--- config.mk ---
export PLATFORM = sky130hd
export DESIGN_NAME = cba_word_scan
export DESIGN_NICKNAME = d
export VERILOG_FILES = /design/src/rtl/cba_pkg.sv /design/src/rtl/cba_word_scan.sv
export SDC_FILE = /design/constraint.sdc
export NUM_CORES = 1
export LEC_CHECK = 0
export BUFFER_PORTS_ARGS = -buffer_cell sky130_fd_sc_hd__buf_2
export CORE_UTILIZATION = 55
export DETAILED_ROUTE_END_ITERATION = 6
export PLACE_DENSITY = 0.75
export SETUP_SLACK_MARGIN = 0.15
export SLEW_MARGIN = 20
export SYNTH_ARGS = -nofsm -noshare
export SYNTH_HDL_FRONTEND = slang
export SYNTH_SLANG_ARGS = --single-unit
export TNS_END_PERCENT = 5
--- constraint.sdc ---
create_clock -name vclk -period 9.8
set_clock_uncertainty 0.05 [all_clocks]
set_input_delay 0.49 -clock vclk [all_inputs]
set_output_delay 0.49 -clock vclk [all_outputs]
set_load 0.005 [all_outputs]
--- src/rtl/cba_pkg.sv ---
// ----------------------------------------------------------------------------
// cba_pkg
// shared constants, types and codes of the cell bitmap allocator
// ----------------------------------------------------------------------------
package cba_pkg;

   localparam int NUM_CELLS  = 4096;
   localparam int CELL_BYTES = 64;
   localparam int CELL_SHIFT = $clog2(CELL_BYTES);
   localparam int CELL_W     = $clog2(NUM_CELLS);
   localparam int CNT_W      = CELL_W + 1;

   // cells packed into one memory row
   localparam int WORD_CELLS = 16;
   localparam int WORD_SHIFT = $clog2(WORD_CELLS);
   localparam int NUM_ROWS   = NUM_CELLS / WORD_CELLS;
   localparam int ROW_W      = $clog2(NUM_ROWS);

   // request field widths
   localparam int CMD_W  = 3;
   localparam int BASE_W = 18;
   localparam int SIZE_W = 19;
   localparam int NEED_W = SIZE_W + 1 - CELL_SHIFT;
   localparam int SUM_W  = NEED_W + 1;

   // per-cell marks
   localparam logic [1:0] MARK_NONE = 2'b00;
   localparam logic [1:0] MARK_USED = 2'b01;
   localparam logic [1:0] MARK_RESV = 2'b10;

   typedef logic [WORD_CELLS-1:0][1:0] cell_word_type;

   typedef enum logic [CMD_W-1:0] {
      CMD_MARK_RESV = 3'd0,
      CMD_MARK_USED = 3'd1,
      CMD_MARK_FREE = 3'd2,
      CMD_ALLOC     = 3'd3,
      CMD_FIND      = 3'd4,
      CMD_LAST      = 3'd5
   } cmd_type;

   typedef enum logic [2:0] {
      ST_IDLE,
      ST_SCAN,
      ST_LAST,
      ST_MARK,
      ST_DONE
   } state_type;

   typedef struct packed {
      logic              free_hit;
      logic [CELL_W-1:0] free_start;
      logic [CNT_W-1:0]  run_out;
      logic              last_hit;
      logic [CELL_W-1:0] last_cell;
   } scan_res_type;

endpackage

--- src/rtl/cba_word_scan.sv ---
// ----------------------------------------------------------------------------
// cba_word_scan
// first-fit and highest-marked search over one row of the cell map
// ----------------------------------------------------------------------------
module cba_word_scan import cba_pkg::*; (
   input  logic [ROW_W-1:0] row,
   input  cell_word_type    word,
   input  logic [CNT_W-1:0] lim,
   input  logic [CNT_W-1:0] need,
   input  logic [CNT_W-1:0] run_prev,
   output scan_res_type     res
);

   logic [CNT_W-1:0]      cidx [WORD_CELLS];
   logic [WORD_CELLS-1:0] free;
   logic [WORD_CELLS-1:0] marked;
   logic [WORD_CELLS-1:0] hit;
   logic                  has_zero;
   logic [WORD_SHIFT-1:0] lastz;
   logic [CNT_W-1:0]      run_j;
   logic [CNT_W-1:0]      run_last;
   logic [WORD_SHIFT-1:0] fpos;
   logic [WORD_SHIFT-1:0] lpos;

   always_comb begin
      for (int j = 0; j < WORD_CELLS; j++) begin
         cidx[j]   = {1'b0, row, WORD_SHIFT'(j)};
         free[j]   = (cidx[j] < lim) && (word[j] == MARK_NONE);
         marked[j] = (cidx[j] < lim) && (word[j] != MARK_NONE) && (cidx[j] != '0);
      end

      // free run ending at each cell, carried in from earlier rows when unbroken
      run_last = '0;
      run_j    = '0;
      has_zero = 1'b0;
      lastz    = '0;
      for (int j = 0; j < WORD_CELLS; j++) begin
         has_zero = 1'b0;
         lastz    = '0;
         for (int k = 0; k < WORD_CELLS; k++) begin
            if ((k <= j) && !free[k]) begin
               has_zero = 1'b1;
               lastz    = WORD_SHIFT'(k);
            end
         end
         if (has_zero) begin
            run_j = CNT_W'(WORD_SHIFT'(j) - lastz);
         end else begin
            run_j = run_prev + CNT_W'(j + 1);
         end
         hit[j] = free[j] && ((need == '0) || (run_j >= need));
         if (j == WORD_CELLS - 1) begin
            run_last = run_j;
         end
      end

      // lowest hit, highest marked cell
      fpos = '0;
      for (int j = WORD_CELLS - 1; j >= 0; j--) begin
         if (hit[j]) begin
            fpos = WORD_SHIFT'(j);
         end
      end
      lpos = '0;
      for (int j = 0; j < WORD_CELLS; j++) begin
         if (marked[j]) begin
            lpos = WORD_SHIFT'(j);
         end
      end
   end

   always_comb begin
      res.free_hit = |hit;
      if (need == '0) begin
         res.free_start = cidx[fpos][CELL_W-1:0];
      end else begin
         res.free_start = CELL_W'(cidx[fpos] + CNT_W'(1) - need);
      end
      res.run_out   = run_last;
      res.last_hit  = |marked;
      res.last_cell = cidx[lpos][CELL_W-1:0];
   end

endmodule

==> results.cfg <==
[timing]
setup-violations-final = 0
min_period_ns = 9.08
max-slew-margin-rel = 0.195
hold_viol = 0
slew_violations = 0
fmax_mhz = 110
finalCritPeriodShare = 0.926
timing.hold.ws_ns = 1.18
finalSetupTns_ns = 0
tightest_slew_ns = 1.21
setup_ws_ns = 0.722
rsz0062_at_grt = false

[final_layout]
nets = 2024
nClkBuffers = 0
area_growth_pct = 8.69
ff_latch_area_um2 = 0
stdcell_count = 1943
antenna_cells = 0
seq_cells = 0
drive_above_1_share = 0.120

[setup_path]
setup.worst_path.class = in2out
critPathLaunchType = input port
crit_path_end_kind = primary output
crit_required_ns = 9.26
path_max_fanout = 9
critical-path-max-stage-delay_ns = 0.68
worst-endpoint-arrival_ns = 8.54
cp_slowest_cell = nor4_1

[yosys]
syn_inst = 1594
synth_warnings = 0
synthesis.area_um2 = 10900
synthesis.nets = 1938
syn_area_per_cell_um2 = 6.86
yosysSeqAreaShare = 0
ys_types = 84

[detailed_routing]
via_per_inst = 6.47
dr.pass1.iters = 6
num_vias = 12568
drt.antenna.violating_nets = 0
drt_wl_total_mm = 43.1
drc = 0
routedWlPerCell_um = 22.2
drt_iter0_markers = 1306

[placement]
routabilityCongestion = 1.03
pre_cts_ws_ns = 0.425
port_buffers = 118
place_inst = 1941
place_hpwl_mm = 33.1

[power]
clkPwrFrac = 0
leakage_nw = 5.60
power.density_nw_per_um2 = 39.7
internal-power_mw = 0.177
p_comb_frac = 1.000
p_switching_mw = 0.296
switching_share = 0.626
power_frac_seq = 0
ir_drop_mv = 0.0400

[floorplanning]
die_area_um2 = 20500
pin_count = 118
fp.coreArea_um2 = 19500
die_x_um = 143
die_h_um = 143
row_count = 51
start_util = 0.562

[global_route]
grt_pass1_wl_mm = 64.4
gr-total-overflow = 0
grt_pass1_vias = 11344
track_usage = 0.415
antenna_found_initial = 0
grt_max_degree = 24

[min_path]
min_path_type = in2out
hold_depth = 2

[status]
status = finished, final reports clean

[job]
drv_cap = 0
==> per-layer routing <==
layer | up-vias | routed length [um] | GRT usage | part of all wire
li1 | 5965 | - | - | -
met1 | 5729 | 18200 | 0.562 | 0.42
met2 | 711 | 18000 | 0.651 | 0.42
met3 | 163 | 4610 | 0.0533 | 0.11
met4 | 0 | 2370 | 0.187 | 0.055
met5 | - | 0 | 0 | 0
==> layout by cell type (no fill, tap or decap), types with 4 or more instances in the layout <==
cell and count:
ha_1 264, nor2_1 236, a21oi_1 151, nand2_1 146
buf_2 118, xnor2_1 96, o21ai_0 64, xor2_1 57
inv_1 50, buf_4 43, nand3_1 38, nor3_1 37
nand4_1 34, nor2b_1 28, a211oi_1 28, a21o_1 24
nor4_1 19, nand2b_1 17, o211ai_1 14, and3_1 14
or3_1 12, and2_1 12, a31oi_1 12, o21a_1 9
a21boi_0 8, a2111oi_0 8, o31ai_1 7, o21bai_1 7
and4_1 6, or2_2 6, mux2i_1 6, a311oi_1 5
or4_1 5, o211a_1 5, o22ai_1 5, a211o_1 4
==> metrics by stage <==
stage	instance area (um^2)	total power, mW	utilization
6_report	11900	0.473	0.611
5_1_grt	11900	0.515	0.611
4_1_cts	11800	0.456	0.608
3_5_place_dp	11800	0.454	0.608
3_3_place_gp	11800	0.447	0.608
2_1_floorplan	10900	0.305	-
==> kinds of logic (layout without fill, tap and decap cells) <==
kind of cell | after synthesis | after routing | synth area share
adder cells (fa/ha/maj) | 265 | 265 | 0.304
AND/OR/NAND/NOR | 645 | 645 | 0.286
XOR/XNOR | 153 | 153 | 0.122
AO/OA/AOI/OAI | 394 | 394 | 0.230
multiplexers | 9 | 9 | 0.00858
buffers and inverters | 128 | 212 | 0.0488
==> power groups by stage <==
stage          clock (mW)  sequential, mW  combinational, mW
2_1_floorplan           0               0              0.305
3_3_place_gp            0               0              0.447
3_5_place_dp            0               0              0.454
4_1_cts                 0               0              0.456
5_1_grt                 0               0              0.515
6_report                0               0              0.473
==> cell usage after synthesis, types with 13 or more instances <==
| cell type | count | share of area |
|---|---|---|
| a211oi_1 | 30 | 0.021 |
| o211ai_1 | 14 | 0.0096 |
| nand2_1 | 147 | 0.050 |
| clkbuf_1 | 45 | 0.015 |
| nand4_1 | 34 | 0.019 |
| nor2_1 | 237 | 0.081 |
| nand3_1 | 38 | 0.017 |
| xor2_1 | 57 | 0.046 |
| nand2b_1 | 17 | 0.0097 |
| nor2b_1 | 28 | 0.016 |
| and3_1 | 14 | 0.0080 |
| ha_1 | 264 | 0.30 |
| nor3_1 | 37 | 0.017 |
| o21ai_0 | 66 | 0.030 |
| inv_1 | 50 | 0.017 |
| xnor2_1 | 96 | 0.077 |
| a21oi_1 | 151 | 0.069 |
| buf_2 | 13 | 0.0059 |
| nor4_1 | 20 | 0.011 |
| a21o_1 | 24 | 0.016 |
==> path summary, 6_finish.rpt <==
kind / startpoint / endpoint / slack, ns
max: row[6] / res[37] / 0.72
min: row[3] / res[7] / 1.18
==> final cells by class <==
type / count / area, um^2
multi-input cells: 1466 / 10500
repair buffers: 161 / 913
well taps: 265 / 332
inverters: 51 / 191
fillers: 1920 / 7570
==> what timing repair did <==
item	4_1_cts	5_1_grt
hold endpoints to repair	0	0
hold buffers	0	0
endpoints found under the setup margin	0	5
resized for setup	0	13
buffers inserted	0	2
==> worst max-delay path: cells and delay by family <==
kind            cells  cell delay (ns)
fa+ha+maj           4             1.39
compound gates     12             2.90
simple gates       10             3.29
xor+xnor            1             0.15
buf+inv             3             0.32
Note: power is estimated with default switching activity, not from simulation.
